## src/hdl/assert_macros.svh

```systemverilog
// assertion macros shared by the sanitizer modules
// no dependencies; define ASSERT_OFF to drop every check
`ifndef ASSERT_MACROS_SVH
`define ASSERT_MACROS_SVH
`ifndef ASSERT_OFF
`define ASSERT_ALWAYS(lbl, clk, rstn, expr, msg) \
  lbl: assert property (@(posedge clk) disable iff (!rstn) (expr)) else $error(msg);
`define ASSERT_IMPLY(lbl, clk, rstn, ante, cons, msg) \
  lbl: assert property (@(posedge clk) disable iff (!rstn) (ante) |-> (cons)) else $error(msg);
`define ASSERT_NEXT(lbl, clk, rstn, ante, cons, msg) \
  lbl: assert property (@(posedge clk) disable iff (!rstn) (ante) |=> (cons)) else $error(msg);
`else
`define ASSERT_ALWAYS(lbl, clk, rstn, expr, msg)
`define ASSERT_IMPLY(lbl, clk, rstn, ante, cons, msg)
`define ASSERT_NEXT(lbl, clk, rstn, ante, cons, msg)
`endif
`endif

```

## src/hdl/aps_pkg.sv

```systemverilog
// types and constants of the archive path sanitizer
// used by every module of the block; no dependencies
package aps_pkg;

  localparam logic [2:0] ST_OK       = 3'd0;
  localparam logic [2:0] ST_BAD_UTF8 = 3'd1;
  localparam logic [2:0] ST_ABSOLUTE = 3'd2;
  localparam logic [2:0] ST_UNSAFE   = 3'd3;
  localparam logic [2:0] ST_TRAILING = 3'd4;
  localparam logic [2:0] ST_CONTROL  = 3'd5;

  localparam logic [7:0] CH_SLASH  = 8'h2f;
  localparam logic [7:0] CH_BSLASH = 8'h5c;
  localparam logic [7:0] CH_COLON  = 8'h3a;
  localparam logic [7:0] CH_DOT    = 8'h2e;
  localparam logic [7:0] CH_SPACE  = 8'h20;
  localparam logic [7:0] CH_DEL    = 8'h7f;
  localparam logic [7:0] CH_UPPER_A = 8'h41;
  localparam logic [7:0] CH_UPPER_Z = 8'h5a;
  localparam logic [7:0] CASE_BIT  = 8'h20;

  localparam logic [20:0] CP_MIN2   = 21'h00080;
  localparam logic [20:0] CP_MIN3   = 21'h00800;
  localparam logic [20:0] CP_MIN4   = 21'h10000;
  localparam logic [20:0] CP_MAX    = 21'h10ffff;
  localparam logic [20:0] CP_SUR_LO = 21'h0d800;
  localparam logic [20:0] CP_SUR_HI = 21'h0dfff;

  typedef struct packed {
    logic [7:0] key_byte;
    logic       key_byte_valid;
    logic       end_of_path;
    logic [2:0] status;
    logic       is_directory;
  } aps_word_t;

  // one queue entry per non-slash byte and per final byte: optional separator word ahead of the main word
  typedef struct packed {
    logic      sep;
    aps_word_t main;
  } aps_entry_t;

endpackage

```

## src/hdl/aps_front.sv

```systemverilog
// front end: takes path bytes, tracks utf-8 and component state, builds entries
// depends on aps_pkg and assert_macros.svh
`include "assert_macros.svh"
module aps_front (
  input  logic               clk,
  input  logic               rst_n,
  input  logic               in_push,
  output logic               in_full,
  input  logic [7:0]         in_path_byte,
  input  logic               in_final_byte,
  output logic               q_push,
  output aps_pkg::aps_entry_t q_wdata,
  input  logic               q_full
);

  logic [1:0]  pend_r, pend_nxt;
  logic [1:0]  ulen_r, ulen_nxt;
  logic [20:0] cp_r, cp_nxt;
  logic        bad_r, bad_nxt;
  logic        start_r;
  logic        abs_r, abs_nxt;
  logic        unsafe_r, unsafe_nxt;
  logic [1:0]  clen_r, clen_nxt;
  logic        dots_r, dots_nxt;
  logic        ctrl_r, ctrl_nxt;
  logic        trail_r, trail_nxt;
  logic [2:0]  fke_r, fke_nxt;
  logic        knon_r, knon_nxt;
  logic        sep_r, sep_nxt;

  logic        accept, slash, fin;
  logic [7:0]  b, kb;
  logic [20:0] cp_shift;
  logic [1:0]  clen_u;
  logic        dots_u, ctrl_u, trail_u;
  logic [1:0]  cl_len;
  logic        cl_do, cl_allow, cl_dots, cl_ctrl, cl_trail;
  logic [2:0]  verdict;

  assign b        = in_path_byte;
  assign fin      = in_final_byte;
  assign in_full  = q_full;
  assign accept   = in_push && !q_full;
  assign slash    = (b == aps_pkg::CH_SLASH) || (b == aps_pkg::CH_BSLASH);
  assign cp_shift = {cp_r[14:0], b[5:0]};

  // utf-8 decoder
  always_comb begin
    pend_nxt = pend_r;
    ulen_nxt = ulen_r;
    cp_nxt   = cp_r;
    bad_nxt  = bad_r;
    if (pend_r != 2'd0) begin
      if (b[7:6] != 2'b10) begin
        bad_nxt  = 1'b1;
        pend_nxt = 2'd0;
      end else begin
        cp_nxt   = cp_shift;
        pend_nxt = pend_r - 2'd1;
        if (pend_r == 2'd1) begin
          if ((ulen_r == 2'd1 && cp_shift < aps_pkg::CP_MIN2) ||
              (ulen_r == 2'd2 && cp_shift < aps_pkg::CP_MIN3) ||
              (ulen_r == 2'd3 && cp_shift < aps_pkg::CP_MIN4) ||
              (cp_shift > aps_pkg::CP_MAX) ||
              (cp_shift >= aps_pkg::CP_SUR_LO && cp_shift <= aps_pkg::CP_SUR_HI)) begin
            bad_nxt = 1'b1;
          end
        end
      end
    end else if (!b[7]) begin
      if (b == 8'd0) begin
        bad_nxt = 1'b1;
      end
    end else if (b[7:5] == 3'b110) begin
      ulen_nxt = 2'd1;
      pend_nxt = 2'd1;
      cp_nxt   = {16'd0, b[4:0]};
    end else if (b[7:4] == 4'b1110) begin
      ulen_nxt = 2'd2;
      pend_nxt = 2'd2;
      cp_nxt   = {17'd0, b[3:0]};
    end else if (b[7:3] == 5'b11110) begin
      ulen_nxt = 2'd3;
      pend_nxt = 2'd3;
      cp_nxt   = {18'd0, b[2:0]};
    end else begin
      bad_nxt = 1'b1;
    end
    if (fin && pend_nxt != 2'd0) begin
      bad_nxt = 1'b1;
    end
  end

  // component tracking and closing
  always_comb begin
    clen_u  = (clen_r == 2'd3) ? clen_r : clen_r + 2'd1;
    dots_u  = dots_r && (b == aps_pkg::CH_DOT);
    ctrl_u  = ctrl_r || (b < aps_pkg::CH_SPACE) || (b == aps_pkg::CH_DEL);
    trail_u = (b == aps_pkg::CH_SPACE) || (b == aps_pkg::CH_DOT);

    abs_nxt = abs_r || (start_r && slash) || (b == aps_pkg::CH_COLON);

    cl_do    = slash || fin;
    cl_allow = fin;
    cl_len   = slash ? clen_r  : clen_u;
    cl_dots  = slash ? dots_r  : dots_u;
    cl_ctrl  = slash ? ctrl_r  : ctrl_u;
    cl_trail = slash ? trail_r : trail_u;

    unsafe_nxt = unsafe_r;
    fke_nxt    = fke_r;
    if (cl_do) begin
      if (cl_len == 2'd0) begin
        if (!cl_allow) begin
          unsafe_nxt = 1'b1;
        end
      end else begin
        if (cl_dots && cl_len <= 2'd2) begin
          unsafe_nxt = 1'b1;
        end
        if (fke_r == aps_pkg::ST_OK) begin
          if (cl_trail) begin
            fke_nxt = aps_pkg::ST_TRAILING;
          end else if (cl_ctrl) begin
            fke_nxt = aps_pkg::ST_CONTROL;
          end
        end
      end
    end

    if (cl_do) begin
      clen_nxt  = 2'd0;
      dots_nxt  = 1'b1;
      ctrl_nxt  = 1'b0;
      trail_nxt = 1'b0;
    end else begin
      clen_nxt  = clen_u;
      dots_nxt  = dots_u;
      ctrl_nxt  = ctrl_u;
      trail_nxt = trail_u;
    end

    knon_nxt = knon_r || !slash;
    sep_nxt  = slash ? (sep_r || knon_r) : 1'b0;

    if (bad_nxt) begin
      verdict = aps_pkg::ST_BAD_UTF8;
    end else if (abs_nxt) begin
      verdict = aps_pkg::ST_ABSOLUTE;
    end else if (unsafe_nxt) begin
      verdict = aps_pkg::ST_UNSAFE;
    end else begin
      verdict = fke_nxt;
    end

    kb = (b >= aps_pkg::CH_UPPER_A && b <= aps_pkg::CH_UPPER_Z) ? (b | aps_pkg::CASE_BIT) : b;
  end

  // entry to the queue
  always_comb begin
    q_push                       = accept && (!slash || fin);
    q_wdata.sep                  = !slash && sep_r;
    q_wdata.main.key_byte        = slash ? 8'd0 : kb;
    q_wdata.main.key_byte_valid  = !slash;
    q_wdata.main.end_of_path     = fin;
    q_wdata.main.status          = fin ? verdict : aps_pkg::ST_OK;
    q_wdata.main.is_directory    = fin && slash;
  end

  always_ff @(posedge clk) begin
    if (!rst_n || (accept && fin)) begin
      pend_r   <= 2'd0;
      ulen_r   <= 2'd0;
      cp_r     <= 21'd0;
      bad_r    <= 1'b0;
      start_r  <= 1'b1;
      abs_r    <= 1'b0;
      unsafe_r <= 1'b0;
      clen_r   <= 2'd0;
      dots_r   <= 1'b1;
      ctrl_r   <= 1'b0;
      trail_r  <= 1'b0;
      fke_r    <= aps_pkg::ST_OK;
      knon_r   <= 1'b0;
      sep_r    <= 1'b0;
    end else if (accept) begin
      pend_r   <= pend_nxt;
      ulen_r   <= ulen_nxt;
      cp_r     <= cp_nxt;
      bad_r    <= bad_nxt;
      start_r  <= 1'b0;
      abs_r    <= abs_nxt;
      unsafe_r <= unsafe_nxt;
      clen_r   <= clen_nxt;
      dots_r   <= dots_nxt;
      ctrl_r   <= ctrl_nxt;
      trail_r  <= trail_nxt;
      fke_r    <= fke_nxt;
      knon_r   <= knon_nxt;
      sep_r    <= sep_nxt;
    end
  end

  `ASSERT_IMPLY(a_sep_needs_key, clk, rst_n, sep_r, knon_r, "separator armed with empty key")
  `ASSERT_NEXT(a_fin_restarts, clk, rst_n, accept && fin, start_r && !sep_r && !knon_r, "path state not cleared after final word")
  `ASSERT_IMPLY(a_fke_code, clk, rst_n, fke_r != aps_pkg::ST_OK, fke_r == aps_pkg::ST_TRAILING || fke_r == aps_pkg::ST_CONTROL, "bad key error code")

endmodule

```

## src/hdl/aps_fifo.sv

```systemverilog
// small register queue between the front end and the back end
// depends on aps_pkg and assert_macros.svh
`include "assert_macros.svh"
module aps_fifo #(
  parameter int DEPTH = 4
) (
  input  logic                clk,
  input  logic                rst_n,
  input  logic                push,
  input  aps_pkg::aps_entry_t wdata,
  output logic                full,
  input  logic                pop,
  output aps_pkg::aps_entry_t rdata,
  output logic                empty
);

  localparam int AW = (DEPTH > 1) ? $clog2(DEPTH) : 1;
  localparam int CW = $clog2(DEPTH + 1);

  aps_pkg::aps_entry_t mem_r [DEPTH];
  logic [AW-1:0] wp_r, wp_nxt;
  logic [AW-1:0] rp_r, rp_nxt;
  logic [CW-1:0] cnt_r, cnt_nxt;
  logic          do_push, do_pop;

  assign full    = (cnt_r == CW'(DEPTH));
  assign empty   = (cnt_r == '0);
  assign do_push = push && !full;
  assign do_pop  = pop && !empty;
  assign rdata   = mem_r[rp_r];

  always_comb begin
    wp_nxt = (wp_r == AW'(DEPTH - 1)) ? '0 : wp_r + 1'b1;
    rp_nxt = (rp_r == AW'(DEPTH - 1)) ? '0 : rp_r + 1'b1;
    cnt_nxt = cnt_r;
    if (do_push && !do_pop) begin
      cnt_nxt = cnt_r + 1'b1;
    end else if (do_pop && !do_push) begin
      cnt_nxt = cnt_r - 1'b1;
    end
  end

  always_ff @(posedge clk) begin
    if (do_push) begin
      mem_r[wp_r] <= wdata;
    end
  end

  always_ff @(posedge clk) begin
    if (!rst_n) begin
      wp_r  <= '0;
      rp_r  <= '0;
      cnt_r <= '0;
    end else begin
      if (do_push) begin
        wp_r <= wp_nxt;
      end
      if (do_pop) begin
        rp_r <= rp_nxt;
      end
      cnt_r <= cnt_nxt;
    end
  end

  `ASSERT_ALWAYS(a_cnt_range, clk, rst_n, cnt_r <= CW'(DEPTH), "queue count out of range")

endmodule

```

## src/hdl/aps_back.sv

```systemverilog
// back end: splits queue entries into result words and holds the output register
// depends on aps_pkg and assert_macros.svh
`include "assert_macros.svh"
module aps_back (
  input  logic                clk,
  input  logic                rst_n,
  input  aps_pkg::aps_entry_t q_rdata,
  input  logic                q_empty,
  output logic                q_pop,
  output logic                out_empty,
  input  logic                out_pop,
  output aps_pkg::aps_word_t  out_word
);

  aps_pkg::aps_word_t out_r, out_nxt;
  logic               vld_r;
  logic               phase_r, phase_nxt;
  logic               load, emit_sep;

  assign load      = !q_empty && (!vld_r || out_pop);
  assign emit_sep  = q_rdata.sep && !phase_r;
  assign q_pop     = load && !emit_sep;
  assign out_empty = !vld_r;
  assign out_word  = out_r;

  always_comb begin
    if (emit_sep) begin
      out_nxt.key_byte       = aps_pkg::CH_SLASH;
      out_nxt.key_byte_valid = 1'b1;
      out_nxt.end_of_path    = 1'b0;
      out_nxt.status         = aps_pkg::ST_OK;
      out_nxt.is_directory   = 1'b0;
      phase_nxt              = 1'b1;
    end else begin
      out_nxt   = q_rdata.main;
      phase_nxt = 1'b0;
    end
  end

  always_ff @(posedge clk) begin
    if (load) begin
      out_r <= out_nxt;
    end
  end

  always_ff @(posedge clk) begin
    if (!rst_n) begin
      vld_r   <= 1'b0;
      phase_r <= 1'b0;
    end else begin
      if (load) begin
        vld_r   <= 1'b1;
        phase_r <= phase_nxt;
      end else if (out_pop) begin
        vld_r <= 1'b0;
      end
    end
  end

  `ASSERT_IMPLY(a_phase_head, clk, rst_n, phase_r, !q_empty && q_rdata.sep, "separator phase without separator entry")

endmodule

```

## src/hdl/archive_path_sanitizer_unit.sv

```systemverilog
// top level of the archive path sanitizer: front end, entry queue, back end
// depends on aps_pkg, aps_front, aps_fifo, aps_back
//
// channel  dir  handshake          payload
// in_      in   in_push / in_full  in_path_byte, in_final_byte
// out_     out  out_pop / out_empty out_key_byte, out_key_byte_valid, out_end_of_path,
//                                  out_status, out_is_directory
//
// one path byte accepted per cycle while the entry queue has room
// a byte that opens a new component after a slash that follows key bytes gives two words,
// a separator and then its own; otherwise one word per cycle leaves the output register
// while out_pop takes them; a byte's first word is registered in the queue, then in the output register
// rst_n clears the path state, the queue and the valid flag of the output register
module archive_path_sanitizer_unit #(
  parameter int QUEUE_DEPTH = 4
) (
  input  logic       clk,
  input  logic       rst_n,
  input  logic       in_push,
  output logic       in_full,
  input  logic [7:0] in_path_byte,
  input  logic       in_final_byte,
  output logic       out_empty,
  input  logic       out_pop,
  output logic [7:0] out_key_byte,
  output logic       out_key_byte_valid,
  output logic       out_end_of_path,
  output logic [2:0] out_status,
  output logic       out_is_directory
);

  aps_pkg::aps_entry_t q_wdata, q_rdata;
  aps_pkg::aps_word_t  out_word;
  logic                q_push, q_full, q_pop, q_empty;

  aps_front u_front (
    .clk           (clk),
    .rst_n         (rst_n),
    .in_push       (in_push),
    .in_full       (in_full),
    .in_path_byte  (in_path_byte),
    .in_final_byte (in_final_byte),
    .q_push        (q_push),
    .q_wdata       (q_wdata),
    .q_full        (q_full)
  );

  aps_fifo #(
    .DEPTH (QUEUE_DEPTH)
  ) u_fifo (
    .clk   (clk),
    .rst_n (rst_n),
    .push  (q_push),
    .wdata (q_wdata),
    .full  (q_full),
    .pop   (q_pop),
    .rdata (q_rdata),
    .empty (q_empty)
  );

  aps_back u_back (
    .clk       (clk),
    .rst_n     (rst_n),
    .q_rdata   (q_rdata),
    .q_empty   (q_empty),
    .q_pop     (q_pop),
    .out_empty (out_empty),
    .out_pop   (out_pop),
    .out_word  (out_word)
  );

  assign out_key_byte       = out_word.key_byte;
  assign out_key_byte_valid = out_word.key_byte_valid;
  assign out_end_of_path    = out_word.end_of_path;
  assign out_status         = out_word.status;
  assign out_is_directory   = out_word.is_directory;

endmodule

```

## config.mk

```make
export PLATFORM = sky130hd
export DESIGN_NAME = archive_path_sanitizer_unit
export DESIGN_NICKNAME = d
export VERILOG_FILES = /design/src/hdl/aps_pkg.sv /design/src/hdl/aps_front.sv /design/src/hdl/aps_fifo.sv /design/src/hdl/aps_back.sv /design/src/hdl/archive_path_sanitizer_unit.sv
export VERILOG_INCLUDE_DIRS = /design/src /design/src/hdl
export SDC_FILE = /design/constraint.sdc
export NUM_CORES = 1
export LEC_CHECK = 0
export BUFFER_PORTS_ARGS = -buffer_cell sky130_fd_sc_hd__buf_4
export CAP_MARGIN = 20
export CELL_PAD_IN_SITES_DETAIL_PLACEMENT = 2
export CELL_PAD_IN_SITES_GLOBAL_PLACEMENT = 2
export CORE_MARGIN = 2
export CORE_UTILIZATION = 45
export CTS_CLUSTER_DIAMETER = 40
export DETAILED_ROUTE_END_ITERATION = 8
export GPL_TIMING_DRIVEN = 1
export HOLD_SLACK_MARGIN = 0.02
export PLACE_DENSITY = 0.82
export SLEW_MARGIN = 0
export SYNTH_ARGS = -nofsm -noshare
export SYNTH_HDL_FRONTEND = slang
export SYNTH_HIERARCHICAL = 1
export SYNTH_SLANG_ARGS = --single-unit
```

## constraint.sdc

```tcl
create_clock -name clk -period 7.9 [get_ports clk]
set_input_delay 1.58 -clock clk [delete_from_list [all_inputs] [get_ports clk]]
set_output_delay 1.58 -clock clk [all_outputs]
set_load 0.03 [all_outputs]
```

* Word-level counts from Yosys, hierarchy flattened
Memories as Yosys holds them, arrays and structs flattened. A register that Yosys moved wholly into a read port is not among the register bits. Index checks and enable logic that the tools add are counted.
Operators by class: shift operators 0, reduce and logical (&&, ||, !) cells 59, order comparisons 10, add/subtract/negate cells 6, muxes and demuxes 61, equality and inequality tests 19, multipliers 0, bitwise logic cells 1, div/mod/pow operators 0
Operators by type and width (count):
- 15-bit two-way mux | 6
- 3-bit two-way mux | 11
- 8-bit by 6-bit equality test with 1-bit output (second input constant) | 4
- 2-bit two-way mux | 16
- 1-bit two-way mux | 26
- 21-bit by 16-bit >= comparator with 1-bit output (second input constant) | 1
- 21-bit > comparator (second input constant) | 1
- 21-bit by 16-bit less-or-equal comparator with 1-bit output (second input constant) | 1
- 1-bit logical AND | 21
- 21-bit by 12-bit less-than comparator with 1-bit output (second input constant) | 1
- 21-bit by 17-bit less-than comparator with 1-bit output (second input constant) | 1
- 21-bit by 8-bit less-than comparator with 1-bit output (second input constant) | 1
- 8-bit by 7-bit equality test with 1-bit output (second input constant) | 2
- 1-bit logical OR | 16
- 2-bit equality test (second input constant) | 5
- 2-bit nonzero test | 5
- 1-bit logical NOT | 9
- 8-bit by 7-bit >= comparator with 1-bit output (second input constant) | 1
- 8-bit by 7-bit less-or-equal comparator with 1-bit output (second input constant) | 1
- 8-bit logical NOT | 1
- 8-bit by 6-bit less-than comparator with 1-bit output (second input constant) | 1
- 8-bit two-way mux | 1
- 4-bit AND reduction | 2
- 2-bit by 1-bit adder with 2-bit output (second input constant) | 3
- 15 further kinds | 19
Word-level totals: memories kept 1, RAM bits 60, bits in latches 0, register bits 56, bits in read-only memories 0, input bits 13
Memory list:
- u_fifo.mem_r | depth 4, bits a word 15, rd ports 1, clocked after memory_dff 1, wr ports 1, line aps_fifo.sv:20 | aps_pkg::aps_entry_t mem_r [DEPTH];

* Logic depth before layout (Yosys ltp)
Gate-level depths: netlist of run 1.
depth in word-level cells 13, depth in mapped cells 12

* Cells and area by module
Netlist of run 1, hierarchy kept.
By module, submodules not included:
- aps_fifo | cells an instance 129, area each 2667.6 µm², seq. area each 1981.9 µm², instances 1
- aps_front | cells an instance 248, area each 1884.3 µm², seq. area each 660.6 µm², instances 1
- aps_back | cells an instance 41, area each 625.6 µm², seq. area each 460.4 µm², instances 1

* Worst setup path after synthesis of run 1
OpenSTA, ideal clock, no wires.
path type input to register, start point in in_path_byte[1], end point reg u_fifo.cnt_r[2], cell stages on the path 12, slack 3.999 ns, data required time 7.824 ns, path buffers 2, arrival time 3.826 ns, cell sequence clkbuf_2 -> or4b_4 -> o22ai_4 -> a21oi_1 -> nor2b_1 -> buf_2 -> ha_1 -> inv_1 -> fa_1 -> xor2_1 -> or3_1 -> a21boi_0
Between the ends: longest elaborated chain between the ends 9
RTL lines:
- from (decl) | line archive_path_sanitizer_unit.sv:21 | input logic [7:0] in_path_byte,
- 8-bit by 6-bit equality test with 1-bit output / 8-bit by 7-bit equality test with 1-bit output (equally long branches) | line aps_front.sv:44 | assign slash = (b == aps_pkg::CH_SLASH) || (b == aps_pkg::CH_BSLASH);
- 1-bit logical OR (*) | line aps_front.sv:44
- 1-bit logical NOT (*) | line aps_front.sv:161 | q_push = accept && (!slash || fin);
- 1-bit logical OR (*) | line aps_front.sv:161
- 1-bit logical AND (*) | line aps_front.sv:161
- net q_push | line archive_path_sanitizer_unit.sv:34 | logic q_push, q_full, q_pop, q_empty;
- 1-bit logical AND (*) | line aps_fifo.sv:28 | assign do_push = push && !full;
- net u_fifo.do_push | line aps_fifo.sv:24 | logic do_push, do_pop;
- 1-bit logical NOT | line aps_fifo.sv:38 | end else if (do_pop && !do_push) begin
- 1-bit logical AND | line aps_fifo.sv:38
- 2-bit nonzero test (no line)
- to (signal assigned) | line aps_fifo.sv:61 | cnt_r <= cnt_nxt;
- to (decl) | line aps_fifo.sv:23 | logic [CW-1:0] cnt_r, cnt_nxt;
Mark *: on every way through the listed nets, which the timed path passes. The rest lies on a longest branch. A chain may end at the register's enable or synchronous reset.

* Worst setup path in the final report of run 1
start point in in_path_byte[7], end point reg u_fifo.cnt_r[2]
Between the ends: longest elaborated chain between the ends 9
RTL lines (line):
- 8-bit by 6-bit equality test with 1-bit output / 8-bit by 7-bit equality test with 1-bit output (equally long branches) | aps_front.sv:44
- 1-bit logical OR (*) | aps_front.sv:44
- 1-bit logical NOT (*) | aps_front.sv:161
- 1-bit logical OR (*) | aps_front.sv:161
- 1-bit logical AND (*) | aps_front.sv:161
- net q_push | archive_path_sanitizer_unit.sv:34
- 1-bit logical AND (*) | aps_fifo.sv:28
- 1-bit logical NOT | aps_fifo.sv:38
- 1-bit logical AND | aps_fifo.sv:38
- 2-bit nonzero test (no line)
Marks and branches as above.

==> results.sh, run 1 <==
export IMPL_cts_tree="built"
export IMPL_power_switching_mw=0.702
export IMPL_overflow=0
export IMPL_grt_pass1_wl_um=23800
export IMPL_die_y_um=111
export IMPL_mostFrequentLayoutCells="edfxtp_1 (74), dfxtp_1 (44), nand2_1 (35)"
export IMPL_clockPowerShare_pct=36.0
export IMPL_power_density_nw_per_um2=364
export IMPL_maxSlewViolCount=0
export IMPL_final_common_cell="edfxtp_1"
export IMPL_min_period_ps=4050
export IMPL_setup_viol=0
export IMPL_die_area_um2=12400
export IMPL_finClkSkew_ps=11.0
export IMPL_grt_usage_pct=25.6
export IMPL_whs_path_depth=2
export IMPL_io_buffer_count=28
export IMPL_p_leak_nw=2.11
export IMPL_outcome="completed"
export IMPL_synth_cell_types=66
export IMPL_combPwrFrac_pct=25.0
export IMPL_p_sw_share_pct=31.7
export IMPL_postPlaceCellArea_um2=5430
export IMPL_core_um2=11300
export IMPL_yosys_warnings=6
export IMPL_max_slew_margin_pct=29.9
export IMPL_cp_data_required_time_ps=8200
export IMPL_cts_hold_buf=0
export IMPL_syn_cell_area_um2=5180
export IMPL_first_pass_iters=4
export IMPL_tns_ps=0
export IMPL_design_area_um2=6080
export IMPL_drive_gt1_share_pct=18.7
export IMPL_synthTopCellsByArea="edfxtp_1 (43%), dfxtp_1 (17%), mux4_2 (5.2%)"
export IMPL_worstMarginPinSlew_ps=1050
export IMPL_cp_arrival_ps=4350
export IMPL_area_growth_pct=17.4
export IMPL_post_cts_setup_buffers=0
export IMPL_ys_flop_type="edfxtp_1"
export IMPL_start_kind="primary input"
export IMPL_cts_root_buffer="clkbuf_16"
export IMPL_ys_ff_latch=118
export IMPL_reg2reg_slack_ps=4550
export IMPL_vias=3602
export IMPL_synth_edf_count=74
export IMPL_whs_ps=462
export IMPL_worstPathMaxFanout=14
export IMPL_drt_iter0_drc=201
export IMPL_peakVddDrop_uv=216
export IMPL_place_gp_congestion=0.799
export IMPL_dpl_hpwl_um=9340
export IMPL_fin_crit_sh_pct=51.3
export IMPL_clock_sinks=118
export IMPL_grt_max_degree=28
export IMPL_avgViaCountPerCell=6.01
export IMPL_synth_top_area_share_pct=42.9
export IMPL_n_fill_cell=1106
export IMPL_max_freq_mhz=247
export IMPL_drc=0
export IMPL_hold_path_class="register to register"
export IMPL_start_util_pct=45.7
export IMPL_cts_resized=0
export IMPL_ys_seq_area_share_pct=59.9
export IMPL_cts_clk_slew_worst_paths_ps=60
export IMPL_antenna_found_initial=1
export IMPL_path_class="primary input to register"
export IMPL_grt_pass1_vias=3879
export IMPL_rsz0062_at_grt="no"
export IMPL_wire_per_inst_um=25.7
export IMPL_fp_dieW_um=111
export IMPL_clock_latency_ps=410
export IMPL_synth_area_per_cell_um2=12.4
export IMPL_synth_area_leader_cell="edfxtp_1"
export IMPL_io_pins=29
export IMPL_postRouteAntennaNets=0
export IMPL_cap_violations=0
export IMPL_p_int_mw=1.51
export IMPL_whs_endpoint="u_front/cp_r[0]"
export IMPL_crit_path_end_kind="register"
export IMPL_fp_row_count=39
export IMPL_hold_viol=0
export IMPL_clock_path_buffers=2
export IMPL_min_from="u_front/cp_r[0]"
export IMPL_nNetsFinal=464
export IMPL_seqPwrFrac_pct=39.0
export IMPL_reg2reg_depth=10
export IMPL_cts_buffers_inserted=17
export IMPL_wl_um=15400
export IMPL_worstReg2RegEnd="u_fifo/cnt_r[2]"
export IMPL_syn_inst=418
export IMPL_cts_max_level=4
export IMPL_synth_nets=440
export IMPL_synth_async_sr_flop_share_pct=0
cell families (layout without fill, tap and decap cells):
| kind of cell | after synthesis | in the layout | share of synthesized area, % |
|---|---|---|---|
| other | 0 | 1 | 0 |
| adder cells (fa/ha/maj) | 9 | 9 | 2.32 |
| AO/OA/AOI/OAI | 82 | 82 | 10.6 |
| multiplexers | 19 | 19 | 7.52 |
| buffers and inverters | 40 | 77 | 3.77 |
| XOR/XNOR | 2 | 2 | 0.338 |
| AND/OR/NAND/NOR | 148 | 148 | 15.5 |
| flip-flops | 118 | 118 | 59.9 |
layout make-up:
class | count | area [µm²] | area share, %
clock inverters | 15 | 179 | 2.94
repair buffers | 31 | 256 | 4.22
flip-flops and latches | 118 | 3100 | 51.0
clock buffers | 17 | 425 | 7.00
diodes | 1 | 2.50 | 0.0412
inverters | 14 | 55.1 | 0.906
multi-input cells | 260 | 1880 | 30.9
well taps | 143 | 179 | 2.94
power by group through the flow:
stage / Sequential [mW] / Clock [mW] / Combinational (mW)
after floorplan: 0.910 / 0 / 0.309
after global placement: 0.867 / 0 / 0.466
after detailed placement: 0.884 / 0 / 0.501
after CTS: 0.882 / 0.807 / 0.523
after global routing: 0.873 / 0.832 / 0.595
final: 0.863 / 0.798 / 0.554
synth_stat cells (all sizes together), types with 7 or more instances:
library cell and count:
a21oi 30, and2 21, buf 8, clkbuf 18
dfxtp 44, edfxtp 74, ha 8, inv 14
mux4 15, nand2 35, nand2b 8, nand3 20
nor2 24, nor2b 7, o21ai 12
critical path, cell delays in order:
cell      delay, ps
buf_4           170
nand4b_1        210
o22ai_4         160
a21oi_1         160
nor2b_1         530
ha_1            300
inv_1            70
fa_1            390
xor2_1          170
or3_1           330
a21boi_0        290
worst max-delay path by stage:
stage	start	slack (ps)	cells after the start	to
after CTS	out_pop	3830	11	u_fifo/cnt_r[2]
after global placement	in_path_byte[4]	3850	11	u_fifo/cnt_r[2]
after global routing	in_path_byte[7]	3770	11	u_fifo/cnt_r[2]
after floorplan	in_path_byte[1]	4000	12	u_fifo/cnt_r[2]
after detailed placement	out_pop	3610	11	u_fifo/cnt_r[2]
final	in_path_byte[7]	3850	11	u_fifo/cnt_r[2]
registers in the layout, indices dropped and copies added (netlist names), 2 cells and up, named ones only:
register,cells
u_fifo/rp_r,2
u_front/clen_r,2
u_front/cp_r,15
u_fifo/mem_r,60
u_front/pend_r,2
u_fifo/cnt_r,3
u_back/out_word,14
u_front/fke_r,3
u_front/ulen_r,2
u_fifo/wp_r,2
metrics by stage:
step	std cells	utilization, %	setup WS [ps]	total power, mW
final	599	53.7	3850	2.21
after global routing	598	53.7	3770	2.30
after CTS	596	53.3	3830	2.21
after detailed placement	564	48.0	3610	1.39
after global placement	564	48.0	3850	1.33
after floorplan	418	-	4000	1.22
metal layers:
metal  vias up  global-route usage (%)  share of wire (%)
li1       1615                       -                  -
met1      1852                    31.8                 41
met2       109                    45.4                 52
met3        26                    4.87                4.0
met4         0                    7.82                2.3
met5         -                       0                  0
(Power assumes the default switching activity.)
==> run 2, diff against run 1 <==
--- a/config.mk
+++ b/config.mk
@@ -11,12 +11,12 @@
 export CELL_PAD_IN_SITES_DETAIL_PLACEMENT = 2
 export CELL_PAD_IN_SITES_GLOBAL_PLACEMENT = 2
 export CORE_MARGIN = 2
-export CORE_UTILIZATION = 45
+export CORE_UTILIZATION = 38
 export CTS_CLUSTER_DIAMETER = 40
 export DETAILED_ROUTE_END_ITERATION = 8
 export GPL_TIMING_DRIVEN = 1
 export HOLD_SLACK_MARGIN = 0.02
-export PLACE_DENSITY = 0.82
+export PLACE_DENSITY = 0.73
 export SLEW_MARGIN = 0
 export SYNTH_ARGS = -nofsm -noshare
 export SYNTH_HDL_FRONTEND = slang
==> constraint.sdc (replaced) <==
create_clock -name clk -period 3.7 [get_ports clk]
set_input_delay 0.74 -clock clk [delete_from_list [all_inputs] [get_ports clk]]
set_output_delay 0.74 -clock clk [all_outputs]
set_load 0.03 [all_outputs]
==> run 2 against run 1 <==
Net effect: register-to-register slack got worse by 3900 ps; die area increased by 18%; clock skew is 2.2 ps lower; non-clock buffer count increased by 6; global-route usage fell by 5.9 points; final cell count is 6.3% higher.
==> results.sh, run 2 (synthesis results as in run 1) <==
export IMPL_grt_usage_pct=19.7
export IMPL_crit_path_end_kind="register"
export IMPL_largest_reg_flops=60
export IMPL_overflow=0
export IMPL_multi_input_area_um2=1880
export IMPL_cts_clk_slew_worst_paths_ps=60
export IMPL_cts_tree="built"
export IMPL_cts_resized=0
export IMPL_grt_pass1_vias=3714
export IMPL_fin_crit_sh_pct=83.0
export IMPL_reg2reg_depth=10
export IMPL_die_y_um=121
export IMPL_power_density_nw_per_um2=790
export IMPL_design_area_um2=6240
export IMPL_rsz0062_at_grt="no"
export IMPL_outcome="completed"
export IMPL_drive_gt1_share_pct=19.3
export IMPL_worstReg2RegEnd="u_fifo/cnt_r[2]"
export IMPL_max_slew_margin_pct=45.2
export IMPL_avgViaCountPerCell=5.42
export IMPL_power_switching_mw=1.38
export IMPL_p_int_mw=3.55
export IMPL_fp_dieW_um=121
export IMPL_path_class="register to register"
export IMPL_maxSlewViolCount=0
export IMPL_cts_root_buffer="clkbuf_16"
export IMPL_grt_pass1_wl_um=21000
export IMPL_cts_hold_buf=0
export IMPL_peakVddDrop_uv=316
export IMPL_diodes=0
export IMPL_max_freq_mhz=326
export IMPL_dpl_hpwl_um=8730
export IMPL_cp_arrival_ps=3410
export IMPL_hold_viol=0
export IMPL_path_depth=10
export IMPL_area_growth_pct=20.6
export IMPL_cts_max_level=4
export IMPL_place_gp_congestion=0.790
export IMPL_cpLargestDelayFamily="simple AND/OR/NAND/NOR gates"
export IMPL_tns_ps=0
export IMPL_cp_data_required_time_ps=4040
export IMPL_reg2reg_slack_ps=630
export IMPL_seqPwrFrac_pct=36.4
export IMPL_start_kind="register"
export IMPL_grt_max_degree=28
export IMPL_nNetsFinal=470
export IMPL_final_common_cell="edfxtp_1"
export IMPL_clockPowerShare_pct=40.6
export IMPL_postRouteAntennaNets=0
export IMPL_vias=3451
export IMPL_wire_per_inst_um=20.9
export IMPL_layout_area_seq_um2=3100
export IMPL_cp_cell_sequence="nor3b_2 > nand2b_1 > a21oi_1 > nor2b_1 > ha_1 > inv_1 > fa_1 > xor2_1 > or3_1 > a21boi_0"
export IMPL_combPwrFrac_pct=23.0
export IMPL_clock_latency_ps=420
export IMPL_setup_viol=0
export IMPL_antenna_found_initial=0
export IMPL_io_pins=29
export IMPL_cap_violations=0
export IMPL_die_area_um2=14600
export IMPL_p_leak_nw=2.18
export IMPL_drt_iter0_drc=146
export IMPL_start_util_pct=38.9
export IMPL_finClkSkew_ps=8.81
export IMPL_worstMarginPinSlew_ps=822
export IMPL_post_cts_setup_buffers=0
export IMPL_whs_ps=459
export IMPL_worstPathMaxFanout=9
export IMPL_rr_startpoint="u_fifo/cnt_r[0]"
export IMPL_hold_path_class="register to register"
export IMPL_p_sw_share_pct=28.1
export IMPL_wl_um=13300
export IMPL_fp_row_count=42
export IMPL_clock_sinks=118
export IMPL_cp_endpoint="u_fifo/cnt_r[2]"
export IMPL_drc=0
export IMPL_mostFrequentLayoutCells="edfxtp_1 (74), dfxtp_1 (44), buf_4 (37)"
export IMPL_regMostFlops="u_fifo/mem_r"
export IMPL_cts_buffers_inserted=17
export IMPL_io_buffer_count=28
export IMPL_min_period_ps=3070
export IMPL_postPlaceCellArea_um2=5540
export IMPL_critPathLaunch="u_fifo/cnt_r[0]"
export IMPL_core_um2=13300
export IMPL_slowest_delay_ps=510
export IMPL_cpMaxStageDelayCell="nor2b_1"
export IMPL_clock_path_buffers=2
export IMPL_first_pass_iters=4
export IMPL_n_fill_cell=1329
export IMPL_cp_num_buf_inv=1
run 2: changes by cell type in the layout (fill, tap and decap cells not counted), sizes merged:
cell | before | now
bufinv | 3 | 8
clkinv | 5 | 2
diode | 1 | 0
clkinvlp | 4 | 3
buf | 31 | 37
inv | 17 | 14
clkbuf | 17 | 19
run 2: worst min-delay path by stage:
| stage | end | slack, ps | cells after the start | from |
|---|---|---|---|---|
| floorplan | u_front/start_r | 430 | 1 | u_front/start_r |
| global placement | u_front/cp_r[11] | 440 | 2 | u_front/cp_r[11] |
| finish | u_front/start_r | 460 | 1 | u_front/start_r |
| global route | u_front/start_r | 480 | 1 | u_front/start_r |
| detailed placement | u_front/start_r | 450 | 1 | u_front/start_r |
| CTS | u_front/start_r | 460 | 1 | u_front/start_r |
run 2: power by group through the flow:
stage / clock (mW) / combinational (mW) / sequential [mW]
after floorplan: 0 / 0.659 / 1.94
after global placement: 0 / 1.08 / 1.79
after detailed placement: 0 / 1.14 / 1.82
after CTS: 2.03 / 1.16 / 1.80
after global routing: 2.08 / 1.24 / 1.82
final: 2.00 / 1.14 / 1.79
run 2: area by class of cell:
cell class / instances / area share (%)
inverter: 14 / 0.882
clock inverter: 13 / 4.43
multi-input combinational: 260 / 30.1
sequential: 118 / 49.7
tap: 176 / 3.53
clock buffer: 19 / 6.93
timing repair buffer: 37 / 4.45
run 2: stage by stage:
stage / cells / setup WS, ps / power (mW) / utilization, %
after floorplan: 418 / 639 / 2.60 / -
after CTS: 637 / 628 / 5.00 / 47.0
final: 637 / 630 / 4.93 / 47.0
after global placement: 605 / 460 / 2.88 / 41.6
after global routing: 637 / 335 / 5.15 / 47.0
after detailed placement: 605 / 320 / 2.96 / 41.6
run 2: metal layers:
layer	vias up	part of all wire, %	GRT usage, %	wire length, µm
li1	1619	-	-	-
met5	-	0	0	0
met1	1770	44	24.1	5800
met3	16	2.3	4.43	305
met4	0	1.6	6.98	215
met2	46	53	34.1	7000
==> run 3, diff against run 2 <==
--- a/config.mk
+++ b/config.mk
@@ -11,12 +11,12 @@
 export CELL_PAD_IN_SITES_DETAIL_PLACEMENT = 2
 export CELL_PAD_IN_SITES_GLOBAL_PLACEMENT = 2
 export CORE_MARGIN = 2
-export CORE_UTILIZATION = 38
+export CORE_UTILIZATION = 42
 export CTS_CLUSTER_DIAMETER = 40
 export DETAILED_ROUTE_END_ITERATION = 8
 export GPL_TIMING_DRIVEN = 1
 export HOLD_SLACK_MARGIN = 0.02
-export PLACE_DENSITY = 0.73
+export PLACE_DENSITY = 0.77
 export SLEW_MARGIN = 0
 export SYNTH_ARGS = -nofsm -noshare
 export SYNTH_HDL_FRONTEND = slang
==> constraint.sdc (replaced) <==
create_clock -name clk -period 3 [get_ports clk]
set_input_delay 0.6 -clock clk [delete_from_list [all_inputs] [get_ports clk]]
set_output_delay 0.6 -clock clk [all_outputs]
set_load 0.03 [all_outputs]
==> run 3 against run 2 <==
Net effect: clock power about the same; largest cell class unchanged; register-to-register slack got worse by 400 ps; critical path depth unchanged; largest power group is now registers; die area decreased by 9.2%; flip-flop and latch count unchanged; via count is 3.1% higher; clock-buffer cell count is 4 higher; global-route usage up 2.7 points; non-clock buffer count rose by 8.
==> results.sh, run 3 (synthesis results as in run 1) <==
export IMPL_place_gp_congestion=0.763
export IMPL_slowest_delay_ps=380
export IMPL_worstPathMaxFanout=16
export IMPL_cpMaxStageDelayCell="mux4_2"
export IMPL_drc=0
export IMPL_grt_usage_pct=22.4
export IMPL_fp_dieW_um=115
export IMPL_rsz0062_at_grt="no"
export IMPL_regMostFlops="u_fifo/mem_r"
export IMPL_cts_hold_buf=0
export IMPL_dp_slack_ps=80.1
export IMPL_start_kind="register"
export IMPL_clockPowerShare_pct=35.3
export IMPL_wire_per_inst_um=22.2
export IMPL_dp_cells=584
export IMPL_fin_crit_sh_pct=92.5
export IMPL_design_area_um2=6140
export IMPL_grt_max_degree=21
export IMPL_hold_viol=0
export IMPL_hold_path_class="register to register"
export IMPL_drt_iter0_drc=250
export IMPL_seqPwrFrac_pct=39.5
export IMPL_largest_reg_flops=60
export IMPL_reg2reg_depth=10
export IMPL_cts_max_level=4
export IMPL_cp_arrival_ps=3120
export IMPL_wl_um=13700
export IMPL_cts_resized=0
export IMPL_diodes=0
export IMPL_clock_path_buffers=2
export IMPL_avgViaCountPerCell=5.77
export IMPL_postRouteAntennaNets=0
export IMPL_cp_data_required_time_ps=3340
export IMPL_mostFrequentLayoutCells="edfxtp_1 (74), buf_4 (45), dfxtp_1 (44)"
export IMPL_clock_latency_ps=420
export IMPL_antenna_found_initial=0
export IMPL_clock_sinks=118
export IMPL_io_buffer_count=28
export IMPL_cp_endpoint="u_fifo/cnt_r[2]"
export IMPL_finClkSkew_ps=12.3
export IMPL_power_switching_mw=1.69
export IMPL_core_um2=12000
export IMPL_path_class="register to register"
export IMPL_cts_buffers_inserted=17
export IMPL_outcome="completed"
export IMPL_cp_cell_sequence="mux4_2 > nand2b_4 > and2_1 > o31ai_1 > ha_1 > inv_1 > fa_1 > xor2_1 > or3_1 > a21boi_0"
export IMPL_fin_cells=616
export IMPL_setup_viol=0
export IMPL_die_y_um=115
export IMPL_postPlaceCellArea_um2=5560
export IMPL_combPwrFrac_pct=25.1
export IMPL_power_density_nw_per_um2=917
export IMPL_max_slew_margin_pct=41.6
export IMPL_tns_ps=0
export IMPL_p_sw_share_pct=30.0
export IMPL_cts_tree="built"
export IMPL_cap_violations=0
export IMPL_worstReg2RegEnd="u_fifo/cnt_r[2]"
export IMPL_vias=3557
export IMPL_min_period_ps=2780
export IMPL_fin_ws_ps=225
export IMPL_n_fill_cell=1188
export IMPL_total_power_mw=5.64
export IMPL_cts_root_buffer="clkbuf_16"
export IMPL_post_cts_setup_buffers=0
export IMPL_dpl_hpwl_um=9280
export IMPL_fp_row_count=40
export IMPL_grt_pass1_vias=3709
export IMPL_peakVddDrop_uv=453
export IMPL_first_pass_iters=4
export IMPL_grt_pass1_wl_um=21400
export IMPL_final_common_cell="edfxtp_1"
export IMPL_io_pins=29
export IMPL_die_area_um2=13200
export IMPL_area_growth_pct=18.6
export IMPL_cts_clk_slew_worst_paths_ps=60
export IMPL_overflow=0
export IMPL_layout_area_seq_um2=3100
export IMPL_max_freq_mhz=360
export IMPL_p_leak_nw=2.17
export IMPL_multi_input_area_um2=1880
export IMPL_crit_path_end_kind="register"
export IMPL_worstMarginPinSlew_ps=869
export IMPL_reg2reg_slack_ps=220
export IMPL_start_util_pct=43.1
export IMPL_maxSlewViolCount=0
export IMPL_drive_gt1_share_pct=20.7
export IMPL_p_int_mw=3.95
export IMPL_nNetsFinal=478
==> run 3: cell types whose count changed in the layout (fill, tap and decap cells not counted), sizes merged <==
cell,before,now
clkinv,2,5
clkinvlp,3,2
bufinv,8,2
buf,37,45
clkbuf,19,23
==> run 3: worst min-delay path by stage <==
stage                     from            endpoint  cells after the start
4_1_cts          in_final_byte  u_fifo/mem_r[1][4]                      1
3_3_place_gp    u_back/phase_r      u_back/phase_r                      2
2_1_floorplan  u_front/start_r     u_front/start_r                      1
3_5_place_dp   u_front/cp_r[0]     u_front/cp_r[0]                      2
6_report       u_front/cp_r[0]     u_front/cp_r[0]                      2
5_1_grt          in_final_byte  u_fifo/mem_r[1][4]                      1
==> run 3: layout make-up <==
type | count | share of cell area (%)
clock buffer | 23 | 7.78
clock inverter | 9 | 1.63
multi-input combinational | 260 | 30.7
inverter | 14 | 0.896
sequential | 118 | 50.5
timing repair buffer | 45 | 5.50
tap | 147 | 2.99
==> run 3: power groups by stage <==
| stage | registers [mW] | logic, mW | clock network (mW) |
|---|---|---|---|
| final | 2.23 | 1.42 | 1.99 |
| after floorplan | 2.40 | 0.813 | 0 |
| after detailed placement | 2.26 | 1.43 | 0 |
| after global routing | 2.26 | 1.55 | 2.09 |
| after global placement | 2.22 | 1.35 | 0 |
| after CTS | 2.23 | 1.44 | 2.02 |
==> run 3: worst max-delay path, delay by kind of cell (launching register included) <==
kind	cells	cell delay [ps]
XOR/XNOR	1	160
flip-flops	1	330
buffers and inverters	1	60
AO/OA/AOI/OAI	2	420
multiplexers	1	380
AND/OR/NAND/NOR	3	640
adder cells (fa/ha/maj)	2	690
==> run 3: per-stage QoR <==
step	hold slack (ps)	util [%]
after floorplan	427	-
after global placement	442	46.3
after detailed placement	455	46.3
after CTS	456	51.1
after global routing	472	51.1
final	459	51.1
==> run 3: metal layers <==
layer	up-vias	global-route usage (%)	part of all wire (%)
met5	-	0	0
met4	0	9.08	1.8
met3	20	5.43	3.8
li1	1633	-	-
met1	1825	27.8	43
met2	79	37.7	52
